===== src/rtl/lvm_pkg.sv =====
// Shared types, constants and the back-end sequence program of the look-at view matrix block.
// No dependencies; every other file of the block uses this package.
`timescale 1ns / 1ps
`default_nettype none

package lvm_pkg;

    localparam int FRAC_BITS_DEF   = 16;
    localparam int QUEUE_DEPTH_DEF = 2;
    localparam int CFG_IDX_W       = 8;

    localparam logic [CFG_IDX_W-1:0] REG_UP_X    = 8'd0;
    localparam logic [CFG_IDX_W-1:0] REG_UP_Y    = 8'd1;
    localparam logic [CFG_IDX_W-1:0] REG_UP_Z    = 8'd2;
    localparam logic [CFG_IDX_W-1:0] REG_MIN_LEN = 8'd3;

    localparam logic signed [31:0] MAX32 = 32'sh7fffffff;
    localparam logic signed [31:0] MIN32 = 32'sh80000000;

    // one camera update after the front end: eye and saturated target - eye
    typedef struct packed {
        logic signed [31:0] eye_x;
        logic signed [31:0] eye_y;
        logic signed [31:0] eye_z;
        logic signed [31:0] fwd_x;
        logic signed [31:0] fwd_y;
        logic signed [31:0] fwd_z;
        logic               sat;
    } item_t;

    // operand / destination codes of the back-end register set
    typedef logic [4:0] rsel_t;
    localparam rsel_t R_EYE_X = 5'd0;
    localparam rsel_t R_EYE_Y = 5'd1;
    localparam rsel_t R_EYE_Z = 5'd2;
    localparam rsel_t R_FWD_X = 5'd3;
    localparam rsel_t R_FWD_Y = 5'd4;
    localparam rsel_t R_FWD_Z = 5'd5;
    localparam rsel_t R_UP_X  = 5'd6;
    localparam rsel_t R_UP_Y  = 5'd7;
    localparam rsel_t R_UP_Z  = 5'd8;
    localparam rsel_t R_RGT_X = 5'd9;
    localparam rsel_t R_RGT_Y = 5'd10;
    localparam rsel_t R_RGT_Z = 5'd11;
    localparam rsel_t R_TUP_X = 5'd12;
    localparam rsel_t R_TUP_Y = 5'd13;
    localparam rsel_t R_TUP_Z = 5'd14;
    localparam rsel_t R_DOT0  = 5'd15;
    localparam rsel_t R_DOT1  = 5'd16;
    localparam rsel_t R_DOT2  = 5'd17;

    typedef enum logic [1:0] {
        ACT_NONE,
        ACT_WRITE,
        ACT_NORM
    } act_t;

    // one multiply-accumulate term; act tells what happens after the last term of a sum
    typedef struct packed {
        rsel_t a;
        rsel_t b;
        logic  sub;
        act_t  act;
        logic  neg;
        rsel_t dst;
    } uop_t;

    localparam int PC_W     = 5;
    localparam int PROG_LEN = 27;

    typedef enum logic [3:0] {
        B_IDLE,
        B_MUL,
        B_ACC,
        B_SQRT,
        B_NCHK,
        B_DLOAD,
        B_DIV,
        B_DWR,
        B_OUT
    } bstate_t;

    function automatic uop_t mk(input rsel_t a, input rsel_t b, input logic sub,
                                input act_t act, input logic neg, input rsel_t dst);
        uop_t u;
        u.a   = a;
        u.b   = b;
        u.sub = sub;
        u.act = act;
        u.neg = neg;
        u.dst = dst;
        return u;
    endfunction

    function automatic uop_t prog(input logic [PC_W-1:0] pc);
        uop_t u;
        case (pc)
            // |fwd|^2, then normalize fwd
            5'd0:  u = mk(R_FWD_X, R_FWD_X, 1'b0, ACT_NONE,  1'b0, R_FWD_X);
            5'd1:  u = mk(R_FWD_Y, R_FWD_Y, 1'b0, ACT_NONE,  1'b0, R_FWD_X);
            5'd2:  u = mk(R_FWD_Z, R_FWD_Z, 1'b0, ACT_NORM,  1'b0, R_FWD_X);
            // rgt = fwd x up
            5'd3:  u = mk(R_FWD_Y, R_UP_Z,  1'b0, ACT_NONE,  1'b0, R_RGT_X);
            5'd4:  u = mk(R_FWD_Z, R_UP_Y,  1'b1, ACT_WRITE, 1'b0, R_RGT_X);
            5'd5:  u = mk(R_FWD_Z, R_UP_X,  1'b0, ACT_NONE,  1'b0, R_RGT_Y);
            5'd6:  u = mk(R_FWD_X, R_UP_Z,  1'b1, ACT_WRITE, 1'b0, R_RGT_Y);
            5'd7:  u = mk(R_FWD_X, R_UP_Y,  1'b0, ACT_NONE,  1'b0, R_RGT_Z);
            5'd8:  u = mk(R_FWD_Y, R_UP_X,  1'b1, ACT_WRITE, 1'b0, R_RGT_Z);
            // |rgt|^2, then normalize rgt
            5'd9:  u = mk(R_RGT_X, R_RGT_X, 1'b0, ACT_NONE,  1'b0, R_RGT_X);
            5'd10: u = mk(R_RGT_Y, R_RGT_Y, 1'b0, ACT_NONE,  1'b0, R_RGT_X);
            5'd11: u = mk(R_RGT_Z, R_RGT_Z, 1'b0, ACT_NORM,  1'b0, R_RGT_X);
            // tup = rgt x fwd
            5'd12: u = mk(R_RGT_Y, R_FWD_Z, 1'b0, ACT_NONE,  1'b0, R_TUP_X);
            5'd13: u = mk(R_RGT_Z, R_FWD_Y, 1'b1, ACT_WRITE, 1'b0, R_TUP_X);
            5'd14: u = mk(R_RGT_Z, R_FWD_X, 1'b0, ACT_NONE,  1'b0, R_TUP_Y);
            5'd15: u = mk(R_RGT_X, R_FWD_Z, 1'b1, ACT_WRITE, 1'b0, R_TUP_Y);
            5'd16: u = mk(R_RGT_X, R_FWD_Y, 1'b0, ACT_NONE,  1'b0, R_TUP_Z);
            5'd17: u = mk(R_RGT_Y, R_FWD_X, 1'b1, ACT_WRITE, 1'b0, R_TUP_Z);
            // translation column
            5'd18: u = mk(R_RGT_X, R_EYE_X, 1'b0, ACT_NONE,  1'b0, R_DOT0);
            5'd19: u = mk(R_RGT_Y, R_EYE_Y, 1'b0, ACT_NONE,  1'b0, R_DOT0);
            5'd20: u = mk(R_RGT_Z, R_EYE_Z, 1'b0, ACT_WRITE, 1'b1, R_DOT0);
            5'd21: u = mk(R_TUP_X, R_EYE_X, 1'b0, ACT_NONE,  1'b0, R_DOT1);
            5'd22: u = mk(R_TUP_Y, R_EYE_Y, 1'b0, ACT_NONE,  1'b0, R_DOT1);
            5'd23: u = mk(R_TUP_Z, R_EYE_Z, 1'b0, ACT_WRITE, 1'b1, R_DOT1);
            5'd24: u = mk(R_FWD_X, R_EYE_X, 1'b0, ACT_NONE,  1'b0, R_DOT2);
            5'd25: u = mk(R_FWD_Y, R_EYE_Y, 1'b0, ACT_NONE,  1'b0, R_DOT2);
            5'd26: u = mk(R_FWD_Z, R_EYE_Z, 1'b0, ACT_WRITE, 1'b0, R_DOT2);
            default: u = mk(R_EYE_X, R_EYE_X, 1'b0, ACT_NONE, 1'b0, R_EYE_X);
        endcase
        return u;
    endfunction

endpackage

`default_nettype wire


===== src/rtl/lvm_fifo.sv =====
// Short queue of front-end items between the front end and the back end.
// Depends on lvm_pkg (item_t).
`timescale 1ns / 1ps
`default_nettype none

module lvm_fifo #(
    parameter int DEPTH = lvm_pkg::QUEUE_DEPTH_DEF
) (
    input  wire logic           clk,
    input  wire logic           rst_n,
    input  lvm_pkg::item_t      push_item,
    input  wire logic           push_valid,
    output logic                push_ready,
    output lvm_pkg::item_t      pop_item,
    output logic                pop_valid,
    input  wire logic           pop_ready
);

    localparam int PTR_W = (DEPTH > 1) ? $clog2(DEPTH) : 1;
    localparam int CNT_W = $clog2(DEPTH + 1);

    lvm_pkg::item_t   mem_reg [DEPTH];
    logic [PTR_W-1:0] wr_ptr_reg;
    logic [PTR_W-1:0] wr_ptr_next;
    logic [PTR_W-1:0] rd_ptr_reg;
    logic [PTR_W-1:0] rd_ptr_next;
    logic [CNT_W-1:0] count_reg;
    logic [CNT_W-1:0] count_next;
    logic             do_push;
    logic             do_pop;

    assign push_ready = (count_reg != CNT_W'(DEPTH));
    assign pop_valid  = (count_reg != '0);
    assign pop_item   = mem_reg[rd_ptr_reg];
    assign do_push    = push_valid && push_ready;
    assign do_pop     = pop_valid && pop_ready;

    function automatic logic [PTR_W-1:0] bump(input logic [PTR_W-1:0] p);
        if (p == PTR_W'(DEPTH - 1))
            return '0;
        else
            return p + PTR_W'(1);
    endfunction

    always_comb
    begin
        wr_ptr_next = do_push ? bump(wr_ptr_reg) : wr_ptr_reg;
        rd_ptr_next = do_pop ? bump(rd_ptr_reg) : rd_ptr_reg;
        count_next  = count_reg;
        if (do_push && !do_pop)
            count_next = count_reg + CNT_W'(1);
        else if (do_pop && !do_push)
            count_next = count_reg - CNT_W'(1);
    end

    always_ff @(posedge clk or negedge rst_n)
    begin
        if (!rst_n)
        begin
            wr_ptr_reg <= '0;
            rd_ptr_reg <= '0;
            count_reg  <= '0;
        end
        else
        begin
            wr_ptr_reg <= wr_ptr_next;
            rd_ptr_reg <= rd_ptr_next;
            count_reg  <= count_next;
        end
    end

    always_ff @(posedge clk)
    begin
        if (do_push)
            mem_reg[wr_ptr_reg] <= push_item;
    end

endmodule

`default_nettype wire


===== config.mk =====
export PLATFORM = sky130hd
export DESIGN_NAME = lvm_fifo
export DESIGN_NICKNAME = d
export VERILOG_FILES = /design/src/rtl/lvm_pkg.sv /design/src/rtl/lvm_fifo.sv
export SDC_FILE = /design/constraint.sdc
export NUM_CORES = 1
export LEC_CHECK = 0
export BUFFER_PORTS_ARGS = -buffer_cell sky130_fd_sc_hd__buf_2
export CAP_MARGIN = 20
export CORE_ASPECT_RATIO = 1.4
export CORE_MARGIN = 2
export CORE_UTILIZATION = 50
export DETAILED_ROUTE_END_ITERATION = 7
export HOLD_SLACK_MARGIN = 0.12
export PLACE_DENSITY_LB_ADDON = 0.1
export SLEW_MARGIN = 20
export SYNTH_ARGS = -nofsm -noshare
export SYNTH_HDL_FRONTEND = slang
export SYNTH_SLANG_ARGS = --single-unit

===== constraint.sdc =====
create_clock -name clk -period 13.6 [get_ports clk]
set_input_delay 0 -clock clk [delete_from_list [all_inputs] [get_ports clk]]
set_output_delay 0 -clock clk [all_outputs]
set_load 0.02 [all_outputs]

==> results.cfg <==
[worst_setup_path]
critical_path.top_delay_family = buffers and inverters
path_class = reg2out
worst_setup_path_start_kind = register
critPathMaxStageDelay_ps = 910
path_cells = buf_4 > buf_4 > mux2_2 > buf_2
cp_data_required_time_ps = 13600
critPathCaptureType = output pin
crit_fanout = 62
path_common_cell = buf_4
cp.arrival_ps = 3660
slowest_stage = buf_4
cp.buffers_inverters = 3

[synth]
ys_seq_area_share_pct = 79.0
yosys_warnings = 0
synth_area_per_cell_um2 = 23.9
synthesis.nets = 817
synth_top_family_by_area = multiplexers
synthMuxAreaShare_pct = 18.8
synth_cell_types = 16
syn_inst = 619
synth-xor-area-share_pct = 0.296
netlist_area_mm2 = 0.0148
ys_seq_elements = 390
synth_compound_area_share_pct = 0
synthAdderAreaFrac_pct = 0.0846
yosys.area_share.simple_pct = 0.228

[timing]
slew_violations = 0
setup_violations = 0
finClkSkew_ps = 6.86
fin_crit_ps = 3660
rsz0062_at_grt = false
finalSetupTns_ps = 0
slew_headroom_pct = 28.0
hold_viol = 0
tightest_slew_ps = 1080
fin_crit_sh_pct = 26.9
fmax_ghz = 0.273

[global_route]
grt_pass1_vias = 8694
grt-busiest-layer = met2
grt.overflow.total = 0
grt_antenna_before_repair = 4
met1_usage_pct = 22.6
grt_util_met3_pct = 5.76
track_usage_pct = 20.0
grt_max_degree = 76
use_met2_pct = 35.8
grt_pass1_wl_mm = 47.3

[floorplan]
rows = 74
initial_core_util_pct = 50.7
die_width_um = 149
pin_count = 392
dieArea_mm2 = 0.0310
die_h_um = 208
core_area_mm2 = 0.0292

[clocking]
insertion_delay_ps = 520
cts_sinks = 390
cts_setup_buffers = 0
clkTransAtPathRegs_ps = 60
numCtsBuffers = 37
cts_tree = done
post_cts_resized = 0
cts_root_buf = clkbuf_16
h-tree-depth = 2
cts_buffer_depth = 3
cts-hold-fix-buffers = 197

[routing]
antenna_left = 0
vias = 7945
drtPass1Iterations = 4
routed_wl_mm = 31.6
via_per_inst = 4.84
drt_iter0_drc = 374
wl_per_cell_um = 19.3
drc = 0

[pwr]
switching_share_pct = 32.2
p_int_mw = 2.86
power_density_mw_per_mm2 = 209
p_clk_share_pct = 22.7
p_comb_share_pct = 36.2
switching_power_mw = 1.36
power.leakage_nw = 8.07
vdd_drop_max_v = 0.000142
p_seq_share_pct = 41.1

[final_layout]
final_cells = 1641
post-route-cell-area_mm2 = 0.0202
fin_nets = 1430
fill_cells = 1918
drive_above_1_share_pct = 51.2
area_growth_pct = 36.4
largest_register_ffs = 386

[place]
io_buffers = 391
dp.final_hpwl_mm = 20.5
dp_cells = 1376
post_dp_cell_area_mm2 = 0.0171
place_congestion = 0.778

[run_status]
status = completed

[flow_run]
cap_viol_max_count = 0

[hold_path]
hp-class = in2reg
cell usage in the layout, fill, tap and decap left out:
cell type / Yosys / layout
nor2_1: 2 / 1
clkinvlp_4: 0 / 1
or2_2: 1 / 1
diode_2: 0 / 4
dfrtp_1: 4 / 3
nor2_4: 0 / 1
dlygate4sd3_1: 0 / 197
clkbuf_16: 0 / 39
nand2b_1: 1 / 1
clkinv_2: 0 / 4
xnor2_1: 3 / 3
clkinv_1: 0 / 6
bufinv_16: 0 / 1
and3_4: 0 / 1
ha_1: 1 / 1
inv_6: 0 / 2
mux2_2: 33 / 33
dfrtp_4: 0 / 1
nand2_1: 2 / 2
inv_1: 1 / 1
buf_2: 3 / 391
clkbuf_1: 0 / 10
edfxtp_1: 386 / 386
buf_4: 0 / 8
clkinv_4: 0 / 1
mux2_4: 160 / 160
xor2_1: 2 / 2
layout make-up:
cell class | instances | area, um^2 | share of cell area, %
multi-input cells | 206 | 2880 | 14.3
flip-flops and latches | 390 | 11700 | 58.0
clock buffers | 49 | 1010 | 5.02
diodes | 4 | 10.0 | 0.0496
well taps | 380 | 475 | 2.36
inverters | 1 | 3.75 | 0.0186
repair buffers | 596 | 3990 | 19.8
clock inverters | 15 | 106 | 0.527
cell families after synthesis:
group | count (synthesis)
simple gates | 7
buf+inv | 23
mux | 193
xor+xnor | 5
flops | 390
fa+ha+maj | 1
path summary, 6_finish.rpt:
path	depth (start not counted)	from	slack [ps]	endpoint
worst max-delay path	4	rd_ptr_reg	9940	pop_item[172]
worst min-delay path	2	push_item[171]	200	mem_reg[1][171]
worst max register to register	5	count_reg[0]	10500	mem_reg[0][48]
worst min register to register	1	count_reg[1]	490	count_reg[1]
max in group asynchronous	3	rst_n	13010	rd_ptr_reg
min in group asynchronous	3	rst_n	400	wr_ptr_reg
cells in the mapped netlist:
| library cell | number | area share [%] |
|---|---|---|
| nand2_1 | 2 | 0.051 |
| inv_1 | 1 | 0.025 |
| and3_1 | 1 | 0.042 |
| or2_2 | 1 | 0.042 |
| mux2_2 | 33 | 2.5 |
| xnor2_1 | 3 | 0.18 |
| nor2_1 | 2 | 0.051 |
| buf_8 | 1 | 0.10 |
| buf_2 | 3 | 0.10 |
| mux2_4 | 160 | 16 |
| dfrtp_1 | 4 | 0.68 |
| edfxtp_1 | 386 | 78 |
| xor2_1 | 2 | 0.12 |
| nand2b_1 | 1 | 0.042 |
| buf_6 | 18 | 1.4 |
| ha_1 | 1 | 0.085 |
routing by layer:
layer | up-vias | share of wire, %
met3 | 48 | 7.8
met2 | 309 | 53
li1 | 3698 | -
met4 | 0 | 2.6
met1 | 3890 | 37
met5 | - | 0
per-stage QoR:
| step | hold WS [ps] | utilization (%) | power (mW) | worst slack [ps] |
|---|---|---|---|---|
| floorplan | -296 | - | 2.91 | 4050 |
| global placement | -186 | 58.5 | 3.24 | 10470 |
| detailed placement | -183 | 58.5 | 3.25 | 10420 |
| CTS | 175 | 69.1 | 4.26 | 9900 |
| global route | 189 | 69.2 | 4.39 | 9790 |
| finish | 201 | 69.2 | 4.21 | 9940 |
power by group through the flow:
stage | Combinational [mW] | Sequential [mW] | Clock (mW)
2_1_floorplan | 1.12 | 1.79 | 0
3_3_place_gp | 1.49 | 1.75 | 0
3_5_place_dp | 1.49 | 1.76 | 0
4_1_cts | 1.54 | 1.73 | 0.983
5_1_grt | 1.61 | 1.75 | 1.03
6_report | 1.52 | 1.73 | 0.957
worst register-to-register path, delay by kind of cell, from the launching register on:
family,cells,cell delay [ps]
buffers and inverters,2,1370
DFF,1,400
and+or+nand+nor,3,930
Note: power is estimated with default switching activity, not from simulation.
