==> config.mk <==
export PLATFORM = sky130hd
export DESIGN_NAME = lvm_front_flat
export DESIGN_NICKNAME = d
export VERILOG_FILES = /design/src/rtl/lvm_pkg.sv /design/src/rtl/lvm_if.sv /design/src/rtl/lvm_front.sv /design/src/flat_wrapper.sv
export SDC_FILE = /design/constraint.sdc
export NUM_CORES = 1
export LEC_CHECK = 0
export BUFFER_PORTS_ARGS = -buffer_cell sky130_fd_sc_hd__clkbuf_2
export CAP_MARGIN = 20
export CORE_MARGIN = 5
export CORE_UTILIZATION = 52
export CTS_CLUSTER_SIZE = 14
export DETAILED_ROUTE_END_ITERATION = 8
export PLACE_DENSITY = 0.81
export SLEW_MARGIN = 20
export SYNTH_ARGS = -nofsm -noshare
export SYNTH_HDL_FRONTEND = slang
export SYNTH_SLANG_ARGS = --single-unit
==> constraint.sdc <==
create_clock -name clk -period 7.06 [get_ports clk]
set_input_delay 0.353 -clock clk [delete_from_list [all_inputs] [get_ports clk]]
set_output_delay 0.353 -clock clk [all_outputs]
set_load 0.005 [all_outputs]
==> src/rtl/lvm_pkg.sv <==
// Shared types, constants and the back-end sequence program of the look-at view matrix block.
// No dependencies; every other file of the block uses this package.
`timescale 1ns / 1ps
`default_nettype none

package lvm_pkg;

    localparam int FRAC_BITS_DEF   = 16;
    localparam int QUEUE_DEPTH_DEF = 2;
    localparam int CFG_IDX_W       = 8;

    localparam logic [CFG_IDX_W-1:0] REG_UP_X    = 8'd0;
    localparam logic [CFG_IDX_W-1:0] REG_UP_Y    = 8'd1;
    localparam logic [CFG_IDX_W-1:0] REG_UP_Z    = 8'd2;
    localparam logic [CFG_IDX_W-1:0] REG_MIN_LEN = 8'd3;

    localparam logic signed [31:0] MAX32 = 32'sh7fffffff;
    localparam logic signed [31:0] MIN32 = 32'sh80000000;

    // one camera update after the front end: eye and saturated target - eye
    typedef struct packed {
        logic signed [31:0] eye_x;
        logic signed [31:0] eye_y;
        logic signed [31:0] eye_z;
        logic signed [31:0] fwd_x;
        logic signed [31:0] fwd_y;
        logic signed [31:0] fwd_z;
        logic               sat;
    } item_t;

    // operand / destination codes of the back-end register set
    typedef logic [4:0] rsel_t;
    localparam rsel_t R_EYE_X = 5'd0;
    localparam rsel_t R_EYE_Y = 5'd1;
    localparam rsel_t R_EYE_Z = 5'd2;
    localparam rsel_t R_FWD_X = 5'd3;
    localparam rsel_t R_FWD_Y = 5'd4;
    localparam rsel_t R_FWD_Z = 5'd5;
    localparam rsel_t R_UP_X  = 5'd6;
    localparam rsel_t R_UP_Y  = 5'd7;
    localparam rsel_t R_UP_Z  = 5'd8;
    localparam rsel_t R_RGT_X = 5'd9;
    localparam rsel_t R_RGT_Y = 5'd10;
    localparam rsel_t R_RGT_Z = 5'd11;
    localparam rsel_t R_TUP_X = 5'd12;
    localparam rsel_t R_TUP_Y = 5'd13;
    localparam rsel_t R_TUP_Z = 5'd14;
    localparam rsel_t R_DOT0  = 5'd15;
    localparam rsel_t R_DOT1  = 5'd16;
    localparam rsel_t R_DOT2  = 5'd17;

    typedef enum logic [1:0] {
        ACT_NONE,
        ACT_WRITE,
        ACT_NORM
    } act_t;

    // one multiply-accumulate term; act tells what happens after the last term of a sum
    typedef struct packed {
        rsel_t a;
        rsel_t b;
        logic  sub;
        act_t  act;
        logic  neg;
        rsel_t dst;
    } uop_t;

    localparam int PC_W     = 5;
    localparam int PROG_LEN = 27;

    typedef enum logic [3:0] {
        B_IDLE,
        B_MUL,
        B_ACC,
        B_SQRT,
        B_NCHK,
        B_DLOAD,
        B_DIV,
        B_DWR,
        B_OUT
    } bstate_t;

    function automatic uop_t mk(input rsel_t a, input rsel_t b, input logic sub,
                                input act_t act, input logic neg, input rsel_t dst);
        uop_t u;
        u.a   = a;
        u.b   = b;
        u.sub = sub;
        u.act = act;
        u.neg = neg;
        u.dst = dst;
        return u;
    endfunction

    function automatic uop_t prog(input logic [PC_W-1:0] pc);
        uop_t u;
        case (pc)
            // |fwd|^2, then normalize fwd
            5'd0:  u = mk(R_FWD_X, R_FWD_X, 1'b0, ACT_NONE,  1'b0, R_FWD_X);
            5'd1:  u = mk(R_FWD_Y, R_FWD_Y, 1'b0, ACT_NONE,  1'b0, R_FWD_X);
            5'd2:  u = mk(R_FWD_Z, R_FWD_Z, 1'b0, ACT_NORM,  1'b0, R_FWD_X);
            // rgt = fwd x up
            5'd3:  u = mk(R_FWD_Y, R_UP_Z,  1'b0, ACT_NONE,  1'b0, R_RGT_X);
            5'd4:  u = mk(R_FWD_Z, R_UP_Y,  1'b1, ACT_WRITE, 1'b0, R_RGT_X);
            5'd5:  u = mk(R_FWD_Z, R_UP_X,  1'b0, ACT_NONE,  1'b0, R_RGT_Y);
            5'd6:  u = mk(R_FWD_X, R_UP_Z,  1'b1, ACT_WRITE, 1'b0, R_RGT_Y);
            5'd7:  u = mk(R_FWD_X, R_UP_Y,  1'b0, ACT_NONE,  1'b0, R_RGT_Z);
            5'd8:  u = mk(R_FWD_Y, R_UP_X,  1'b1, ACT_WRITE, 1'b0, R_RGT_Z);
            // |rgt|^2, then normalize rgt
            5'd9:  u = mk(R_RGT_X, R_RGT_X, 1'b0, ACT_NONE,  1'b0, R_RGT_X);
            5'd10: u = mk(R_RGT_Y, R_RGT_Y, 1'b0, ACT_NONE,  1'b0, R_RGT_X);
            5'd11: u = mk(R_RGT_Z, R_RGT_Z, 1'b0, ACT_NORM,  1'b0, R_RGT_X);
            // tup = rgt x fwd
            5'd12: u = mk(R_RGT_Y, R_FWD_Z, 1'b0, ACT_NONE,  1'b0, R_TUP_X);
            5'd13: u = mk(R_RGT_Z, R_FWD_Y, 1'b1, ACT_WRITE, 1'b0, R_TUP_X);
            5'd14: u = mk(R_RGT_Z, R_FWD_X, 1'b0, ACT_NONE,  1'b0, R_TUP_Y);
            5'd15: u = mk(R_RGT_X, R_FWD_Z, 1'b1, ACT_WRITE, 1'b0, R_TUP_Y);
            5'd16: u = mk(R_RGT_X, R_FWD_Y, 1'b0, ACT_NONE,  1'b0, R_TUP_Z);
            5'd17: u = mk(R_RGT_Y, R_FWD_X, 1'b1, ACT_WRITE, 1'b0, R_TUP_Z);
            // translation column
            5'd18: u = mk(R_RGT_X, R_EYE_X, 1'b0, ACT_NONE,  1'b0, R_DOT0);
            5'd19: u = mk(R_RGT_Y, R_EYE_Y, 1'b0, ACT_NONE,  1'b0, R_DOT0);
            5'd20: u = mk(R_RGT_Z, R_EYE_Z, 1'b0, ACT_WRITE, 1'b1, R_DOT0);
            5'd21: u = mk(R_TUP_X, R_EYE_X, 1'b0, ACT_NONE,  1'b0, R_DOT1);
            5'd22: u = mk(R_TUP_Y, R_EYE_Y, 1'b0, ACT_NONE,  1'b0, R_DOT1);
            5'd23: u = mk(R_TUP_Z, R_EYE_Z, 1'b0, ACT_WRITE, 1'b1, R_DOT1);
            5'd24: u = mk(R_FWD_X, R_EYE_X, 1'b0, ACT_NONE,  1'b0, R_DOT2);
            5'd25: u = mk(R_FWD_Y, R_EYE_Y, 1'b0, ACT_NONE,  1'b0, R_DOT2);
            5'd26: u = mk(R_FWD_Z, R_EYE_Z, 1'b0, ACT_WRITE, 1'b0, R_DOT2);
            default: u = mk(R_EYE_X, R_EYE_X, 1'b0, ACT_NONE, 1'b0, R_EYE_X);
        endcase
        return u;
    endfunction

endpackage

`default_nettype wire

==> src/rtl/lvm_if.sv <==
// Valid/ready channel interfaces of the look-at view matrix block: input, result, config write.
// Depends on lvm_pkg for the config index width.
`timescale 1ns / 1ps
`default_nettype none

interface lvm_in_if;
    logic               valid;
    logic               ready;
    logic signed [31:0] eye_x;
    logic signed [31:0] eye_y;
    logic signed [31:0] eye_z;
    logic signed [31:0] target_x;
    logic signed [31:0] target_y;
    logic signed [31:0] target_z;

    modport source(output valid, eye_x, eye_y, eye_z, target_x, target_y, target_z,
                   input ready);
    modport sink(input valid, eye_x, eye_y, eye_z, target_x, target_y, target_z,
                 output ready);
endinterface


`default_nettype wire

==> src/rtl/lvm_front.sv <==
// Front end: accepts input transactions, forms the saturated forward difference.
// Depends on lvm_pkg (item_t) and lvm_if (input channel).
`timescale 1ns / 1ps
`default_nettype none

module lvm_front (
    input  wire logic           clk,
    input  wire logic           rst_n,
    lvm_in_if.sink              in_ch,
    output lvm_pkg::item_t      push_item,
    output logic                push_valid,
    input  wire logic           push_ready
);

    logic           hold_valid_reg;
    logic           hold_valid_next;
    lvm_pkg::item_t hold_reg;
    lvm_pkg::item_t hold_next;
    logic           accept;

    function automatic logic signed [31:0] sat_diff(input logic signed [31:0] t,
                                                    input logic signed [31:0] e,
                                                    output logic clamped);
        logic signed [32:0] d;
        d = 33'(t) - 33'(e);
        clamped = (d[32] != d[31]);
        if (!clamped)
            return d[31:0];
        else if (d[32])
            return lvm_pkg::MIN32;
        else
            return lvm_pkg::MAX32;
    endfunction

    assign in_ch.ready = !hold_valid_reg || push_ready;
    assign accept      = in_ch.valid && in_ch.ready;
    assign push_valid  = hold_valid_reg;
    assign push_item   = hold_reg;

    always_comb
    begin
        logic cx;
        logic cy;
        logic cz;
        hold_next       = hold_reg;
        hold_valid_next = hold_valid_reg && !push_ready;
        cx = 1'b0;
        cy = 1'b0;
        cz = 1'b0;
        if (accept)
        begin
            hold_next.eye_x = in_ch.eye_x;
            hold_next.eye_y = in_ch.eye_y;
            hold_next.eye_z = in_ch.eye_z;
            hold_next.fwd_x = sat_diff(in_ch.target_x, in_ch.eye_x, cx);
            hold_next.fwd_y = sat_diff(in_ch.target_y, in_ch.eye_y, cy);
            hold_next.fwd_z = sat_diff(in_ch.target_z, in_ch.eye_z, cz);
            hold_next.sat   = cx || cy || cz;
            hold_valid_next = 1'b1;
        end
    end

    always_ff @(posedge clk or negedge rst_n)
    begin
        if (!rst_n)
            hold_valid_reg <= 1'b0;
        else
            hold_valid_reg <= hold_valid_next;
    end

    always_ff @(posedge clk)
    begin
        hold_reg <= hold_next;
    end

endmodule

`default_nettype wire

==> src/flat_wrapper.sv <==
// flat-port wrapper written by rule: the top's interface ports become plain ports
module lvm_front_flat 
  (clk, rst_n, push_item, push_valid, push_ready, in_ch_valid, in_ch_eye_x, in_ch_eye_y, in_ch_eye_z, in_ch_target_x, in_ch_target_y, in_ch_target_z, in_ch_ready);
  lvm_in_if in_ch_i ();
  input  wire logic clk;
  input  wire logic rst_n;
  output lvm_pkg::item_t push_item;
  output logic push_valid;
  input  wire logic push_ready;
  input wire logic [$bits(in_ch_i.valid)-1:0] in_ch_valid;
  input wire logic [$bits(in_ch_i.eye_x)-1:0] in_ch_eye_x;
  input wire logic [$bits(in_ch_i.eye_y)-1:0] in_ch_eye_y;
  input wire logic [$bits(in_ch_i.eye_z)-1:0] in_ch_eye_z;
  input wire logic [$bits(in_ch_i.target_x)-1:0] in_ch_target_x;
  input wire logic [$bits(in_ch_i.target_y)-1:0] in_ch_target_y;
  input wire logic [$bits(in_ch_i.target_z)-1:0] in_ch_target_z;
  output wire logic [$bits(in_ch_i.ready)-1:0] in_ch_ready;
  assign in_ch_i.valid = in_ch_valid;
  assign in_ch_i.eye_x = in_ch_eye_x;
  assign in_ch_i.eye_y = in_ch_eye_y;
  assign in_ch_i.eye_z = in_ch_eye_z;
  assign in_ch_i.target_x = in_ch_target_x;
  assign in_ch_i.target_y = in_ch_target_y;
  assign in_ch_i.target_z = in_ch_target_z;
  assign in_ch_ready = in_ch_i.ready;
  lvm_front u_core (.clk(clk), .rst_n(rst_n), .in_ch(in_ch_i), .push_item(push_item), .push_valid(push_valid), .push_ready(push_ready));
endmodule
==> impl_results.md, run 1 <==
- Shortest period the worst path allows: 3.67 ns
- Hold Fails Final Rpt: 0
- Yosys reg bits: 194
- Multi-input gate area: 5370 µm²
- Post-cts resize count: 0
- Async set-reset flop share out of synthesis: 0.00515
- Crit end category: flop
- Post-Synthesis Cells: 1075
- CP required: 7.18 ns
- Port Buf Inserts: 390
- Syn_area_per_cell: 10.9 µm²
- Nets: 1755
- Clock root cell: clkbuf_16
- Inst Count DP: 1725
- Non-filler instance count after layout: 1762
- Worst min-delay path class: input port to flop
- FILL cells: 1815
- Measured slew at the worst slew-check pin: 1.10 ns
- Congestion Overflow GR: 0
- Routed len/inst: 18.2 µm
- GRT Total Usage: 0.240
- Post-synthesis cell area: 11800 µm²
- Max Fanout on Critical Path: 22
- Pins Over Slew Limit: 0
- P&R area growth vs syn: 24.4%
- Final Cycle Share: 0.520
- WP data arrival: 3.79 ns
- Setup crit start kind: input port
- TritonCTS Buffers: 17
- Met1 usage: 0.305
- Worst path cell trace: clkbuf_2, inv_1, ha_1, inv_1, fa_1, a21o_1, a31oi_1, nor2_1, a311oi_2, o41ai_2, a221oi_4, o221ai_2, nor2_2, o21ai_0
- Largest net degree at the start of global routing: 84
- RSZ-0062 raised after global routing: no
- First-pass GRT wire length: 49800 µm
- # Post-CTS Setup Buffers: 0
- Slowest stage cell, crit path: nor2_2
- Top FF cell, synth: edfxtp_1
- Yosys cell types: 65
- Width of the die: 160 µm
- Final clock skew: 0.0136 ns
- PwrDens: 229 nW/µm²
- Routed WL: 32100 µm
- Die H: 160 µm
- Run status: finished, final reports clean
- Warnings, synthesis: 0
- # DRC: 0
- Detailed Place HPWL: 25500 µm
- Max-cap violation count: 0
- Max Clk Rate: 0.273 GHz
- Crit-path most repeated cell: inv_1
- Vias in the first global route: 9501
- FF/Latch Area: 5820 µm²
- Initial Util: 0.524
- Clk sinks: 194
- Setup TNS: 0 ns
- Net count after synthesis: 1370
- Leak Pwr: 0.00686 µW
- Register area share after synthesis: 0.495
- Cell row count: 55
- Drt initial violations: 656
- Clock Latency Late Sink: 0.42 ns
- Detailed-route via count: 9859
- Crit Path Category: input port to flop
- Met3 capacity usage during global routing: 0.0618
- TritonRoute pass-1 iters: 5
- CTS tree: done
- Post-route antenna net violation count: 0
- Setup violators final: 0
- Clock tree buffer depth: 2
- Clock transition at path regs: 0.08 ns
- Relative slew slack: 0.266
- Core ar.: 22400 µm²
- Final Wtd Congestion: 0.871
- Fraction of final layout cells sized beyond drive strength 1: 0.305
- Critical Path Max Stage Delay: 0.67 ns
- Vias per cell: 5.60
- Initial antenna violation count: 5
- Number of synthesized flops with an enable pin: 193
- Gr busiest metal: met2
- # H-tree levels: 4
- Die area: 25700 µm²
- Met2 usage: 0.395
- Peak VDD IR: 0.137 mV
- Io pins: 391
==> kinds of logic (layout without fill, tap and decap cells) <==
family                     after synthesis  count (layout)  share of synthesized area
buffers and inverters                  152             550                     0.0496
muxes                                    2               2                    0.00170
adders and majority gates              102             102                      0.110
DFF                                    194             194                      0.495
AOI/OAI and AO/OA                      386             386                      0.215
and+or+nand+nor                        153             153                     0.0643
other                                    0               4                          0
xor gates and xnor gates                86              86                     0.0641
==> routing by layer <==
layer / share of wire / wire length, µm
met1: 0.41 / 13100
met2: 0.49 / 15600
met3: 0.069 / 2230
met4: 0.037 / 1190
met5: 0.00022 / 7
==> state kept, by name, summed over array words and instances, names as in the netlist <==
| name | count |
|---|---|
| u_core.push_valid | 1 |
| u_core.push_item | 193 |
==> placed cells by master (no fill, tap or decap), types with 15 or more instances in the layout <==
| cell | count |
|---|---|
| clkbuf_16 | 17 |
| a21oi_1 | 117 |
| xor2_1 | 43 |
| clkbuf_2 | 390 |
| a21o_1 | 58 |
| xnor2_1 | 43 |
| nand2_1 | 40 |
| o21ai_0 | 87 |
| and3_1 | 15 |
| nand2b_1 | 18 |
| nor2_1 | 32 |
| ha_1 | 96 |
| edfxtp_1 | 193 |
| inv_1 | 122 |
==> power by group <==
group	switching (µW)	leakage, µW	internal [µW]	total (µW)
Sequential	32.6	0.00184	1430	1460
Combinational	516	0.00473	373	890
Clock	478	0.000293	508	986
Total	1030	0.00686	2310	3340
==> cell usage after synthesis, drive strengths merged, types with 4 or more instances <==
cell type	number	area [µm²]
nand2b	18	113
a31oi	13	81.3
nor3	6	30.0
and3	15	93.8
nor2	33	126
o21ai	89	445
nand2	41	156
o21a	10	75.1
o21bai	11	82.6
o211ai	8	60.1
buf	11	53.8
or3	4	25.0
a2111o	5	56.3
clkbuf	19	71.3
edfxtp	193	5800
a21o	58	435
a211o	9	78.8
a21oi	119	603
a21boi	5	37.5
a211oi	12	90.1
ha	96	1200
and2	4	25.0
o31ai	5	51.3
nand3	12	60.1
a2111oi	4	41.3
nor2b	10	62.6
o221ai	4	47.6
xnor2	43	377
nand4	6	37.5
o22ai	6	37.5
inv	122	458
xor2	43	377
==> metrics by stage <==
step / power (µW) / instance area [µm²] / setup WS [ns] / hold slack, ns / util
after floorplan: 2050 / 11800 / 1.55 / 0.0574 / -
after global placement: 2340 / 14000 / 3.05 / 0.128 / 0.624
after detailed placement: 2370 / 14000 / 3.01 / 0.129 / 0.624
after CTS: 3360 / 14600 / 3.45 / 0.0909 / 0.651
after global routing: 3510 / 14600 / 3.11 / 0.0807 / 0.651
final: 3340 / 14600 / 3.39 / 0.110 / 0.651
==> critical path, delay by kind of cell <==
kind,cells,cell delay (ns)
compound gates,7,1.91
simple gates,2,0.78
buf+inv,3,0.17
fa+ha+maj,2,0.55
==> cell type report <==
type,instances,share of cell area
inverters,122,0.0313
clock buffers,17,0.0291
repair buffers,396,0.137
clock inverters,15,0.0117
multi-input cells,729,0.368
flip-flops and latches,194,0.398
well taps,285,0.0244
diodes,4,0.000685
==> timing repair <==
action | CTS | global route
endpoints found under the hold margin | 1 | 0
hold buffers | 1 | 0
setup endpoints to repair | 0 | 0
==> final timing paths <==
kind	end	start	slack, ns	depth (start not counted)
setup / recovery	u_core.push_item[25]	in_ch_target_z[0]	3.39	14
hold / removal	u_core.push_item[167]	in_ch_eye_x[6]	0.11	1
setup reg to reg	u_core.push_item[37]	u_core.push_valid	4.53	3
hold reg to reg	u_core.push_valid	u_core.push_valid	0.57	2
max in group asynchronous	u_core.push_valid	rst_n	6.75	2
min in group asynchronous	u_core.push_valid	rst_n	0.23	2
Note: power is estimated with default switching activity, not from simulation.
==> run 2, diff against run 1 <==
CORE_UTILIZATION = 47   (was 52)
PLACE_DENSITY = 0.77   (was 0.81)
clock period = 3.1 ns   (was 7.06 ns; I/O delays follow)
==> impl_results.md, run 2 (same netlist as run 1, synthesis figures left out) <==
- Met2 usage: 0.419 (was 0.395)
- Crit-path most repeated cell: and3_1 (was inv_1)
- Largest net degree at the start of global routing: 107 (was 84)
- Port Buf Inserts: 390 (unchanged)
- Commonest non-fill, non-tap cells in the layout: clkbuf_2 (390), edfxtp_1 (193), inv_1 (122), a21oi_1 (115), dlygate4sd3_1 (95) (was clkbuf_2 (390), edfxtp_1 (193), inv_1 (122), a21oi_1 (117), ha_1 (96))
- Die area: 28300 µm² (was 25700 µm²)
- Fraction of final layout cells sized beyond drive strength 1: 0.334 (was 0.305)
- Final Wtd Congestion: 0.895 (was 0.871)
- Gr busiest metal: met2 (unchanged)
- Routed len/inst: 18.0 µm (was 18.2 µm)
- Drt initial violations: 660 (was 656)
- Peak VDD IR: 0.317 mV (was 0.137 mV)
- Final clock skew: 0.0121 ns (was 0.0136 ns)
- Congestion Overflow GR: 0 (unchanged)
- Worst path cell trace: dlygate4sd3_1, clkbuf_2, inv_1, ha_1, and3_1, and3_1, o221ai_2, o211a_1, buf_4, o21a_1, o311a_1, o31ai_2, xnor2_1, o21ai_0 (was clkbuf_2, inv_1, ha_1, inv_1, fa_1, a21o_1, a31oi_1, nor2_1, a311oi_2, o41ai_2, a221oi_4, o221ai_2, nor2_2, o21ai_0)
- Routed WL: 35400 µm (was 32100 µm)
- Setup TNS: 0 ns (unchanged)
- Slowest stage cell, crit path: dlygate4sd3_1 (was nor2_2)
- # DRC: 0 (unchanged)
- Clk sinks: 194 (unchanged)
- Leak Pwr: 0.00775 µW (was 0.00686 µW)
- Crit end category: flop (unchanged)
- Critical Path Max Stage Delay: 0.52 ns (was 0.67 ns)
- Shortest period the worst path allows: 2.99 ns
- PwrDens: 485 nW/µm² (was 229 nW/µm²)
- Detailed-route via count: 10610 (was 9859)
- GRT Total Usage: 0.238 (was 0.240)
- Pins Over Slew Limit: 0 (unchanged)
- Max Fanout on Critical Path: 4 (was 22)
- Setup crit start kind: input port (unchanged)
- Max-cap violation count: 0 (unchanged)
- Clock Latency Late Sink: 0.43 ns (was 0.42 ns)
- Clock transition at path regs: 0.07 ns (was 0.08 ns)
- Hold Fails Final Rpt: 0 (unchanged)
- Detailed Place HPWL: 26500 µm (was 25500 µm)
- TritonRoute pass-1 iters: 5 (unchanged)
- FILL cells: 1850 (was 1815)
- Util after Layout: 0.674 (was 0.651)
- Io pins: 391 (unchanged)
- WP data arrival: 3.15 ns (was 3.79 ns)
- Die H: 168 µm (was 160 µm)
- Crit path buf inv count: 4 (was 3)
- Post-route antenna net violation count: 0 (unchanged)
- Worst min-delay path class: input port to asynchronous set/reset pin (was input port to flop)
- Measured slew at the worst slew-check pin: 0.626 ns (was 1.10 ns)
- Initial Util: 0.480 (was 0.524)
- Final Cycle Share: 0.964
- Width of the die: 168 µm (was 160 µm)
- Relative slew slack: 0.582 (was 0.266)
- Nets: 1928 (was 1755)
- Initial antenna violation count: 2 (was 5)
- Met1 usage: 0.292 (was 0.305)
- Setup violators final: 0 (unchanged)
- P&R area growth vs syn: 40.3% (was 24.4%)
- Clock root cell: clkbuf_16 (unchanged)
- Commonest non-fill, non-tap cell in the layout: clkbuf_2 (unchanged)
- Inst Count DP: 1836 (was 1725)
- DP Worst Slack: -0.289 ns (was 3.01 ns)
- Core ar.: 24500 µm² (was 22400 µm²)
- # H-tree levels: 4 (unchanged)
- Max Clk Rate: 0.335 GHz
- First-pass GRT wire length: 54300 µm (was 49800 µm)
- Met3 capacity usage during global routing: 0.0483 (was 0.0618)
- Largest register FFs: 193 (unchanged)
- Post-layout worst setup margin: 0.113 ns (was 3.39 ns)
- Cell row count: 57 (was 55)
- Run status: finished, final reports clean (unchanged)
- Non-filler instance count after layout: 1971 (was 1762)
- Vias in the first global route: 10533 (was 9501)
- Cell class contributing the biggest share of worst-path delay: compound AO/OA/AOI/OAI gates (unchanged)
- Clock tree buffer depth: 2 (unchanged)
- Crit Path Category: input port to flop (unchanged)
- CTS tree: done (unchanged)
- Design Power: 7990 µW (was 3340 µW)
- CP required: 3.26 ns (was 7.18 ns)
- Vias per cell: 5.38 (was 5.60)
- TritonCTS Buffers: 17 (unchanged)
run 2: cell types whose count changed in the layout (fill, tap and decap cells not counted), moves of 4 or more:
cell           before  now
buf_12              0    7
ha_2                0    4
dlygate4sd3_1       1   95
buf_6               0    6
xnor2_1            43   39
o21ai_1             2    7
ha_1               96   92
buf_4               5   70
o21ai_0            87   82
run 2: final cells by class:
type                            count  area (µm²)  share of cell area
Timing Repair Buffer              569        3650               0.221
Inverter                          122         458              0.0278
Sequential cell                   194        5820               0.353
Tap cell                          324         405              0.0246
Multi-Input combinational cell    729        5550               0.337
Clock inverter                     14         170              0.0103
Antenna cell                        1        2.50            0.000152
Clock buffer                       18         429              0.0260
run 2: power by group:
group	switching (µW)	total, µW	internal (µW)
Combinational	1280	2410	1130
Sequential	74.8	3330	3260
Clock	1090	2240	1160
Total	2440	7990	5550
run 2: routing by layer:
layer,up-vias,routed length (µm)
met5,-,20
li1,5118,-
met2,422,18000
met1,5004,14000
met3,64,2280
met4,2,1110
run 2: worst paths after layout:
kind                              startpoint                     to  slack (ns)  cells after the start
setup reg to reg           u_core.push_valid    u_core.push_item[6]        1.45                      3
setup / recovery             in_ch_eye_x[11]   u_core.push_item[91]        0.11                     14
hold / removal                         rst_n      u_core.push_valid        0.03                      2
min in group clk              in_ch_eye_y[4]  u_core.push_item[133]        0.03                      2
hold reg to reg            u_core.push_valid      u_core.push_valid        0.62                      2
max in group asynchronous              rst_n      u_core.push_valid        2.98                      2
run 2: metrics by stage:
stage	hold WS, ns	area [µm²]
after floorplan	-0.141	11800
after global placement	-0.0701	14700
after detailed placement	-0.0696	14700
after CTS	0.000460	16200
after global routing	0.00339	16500
final	0.0255	16500
run 2: what timing repair did:
action,4_1_cts,5_1_grt
hold endpoints to repair,96,0
hold buffers,96,0
setup endpoints to repair,0,80
setup buffers,0,3
gates resized for setup,0,50
run 2: worst register-to-register path, stage by stage (launching register included):
cell and delay [ns]:
dfrtp_1 0.40, nand2b_1 0.15, and2_4 0.20, buf_12 0.39
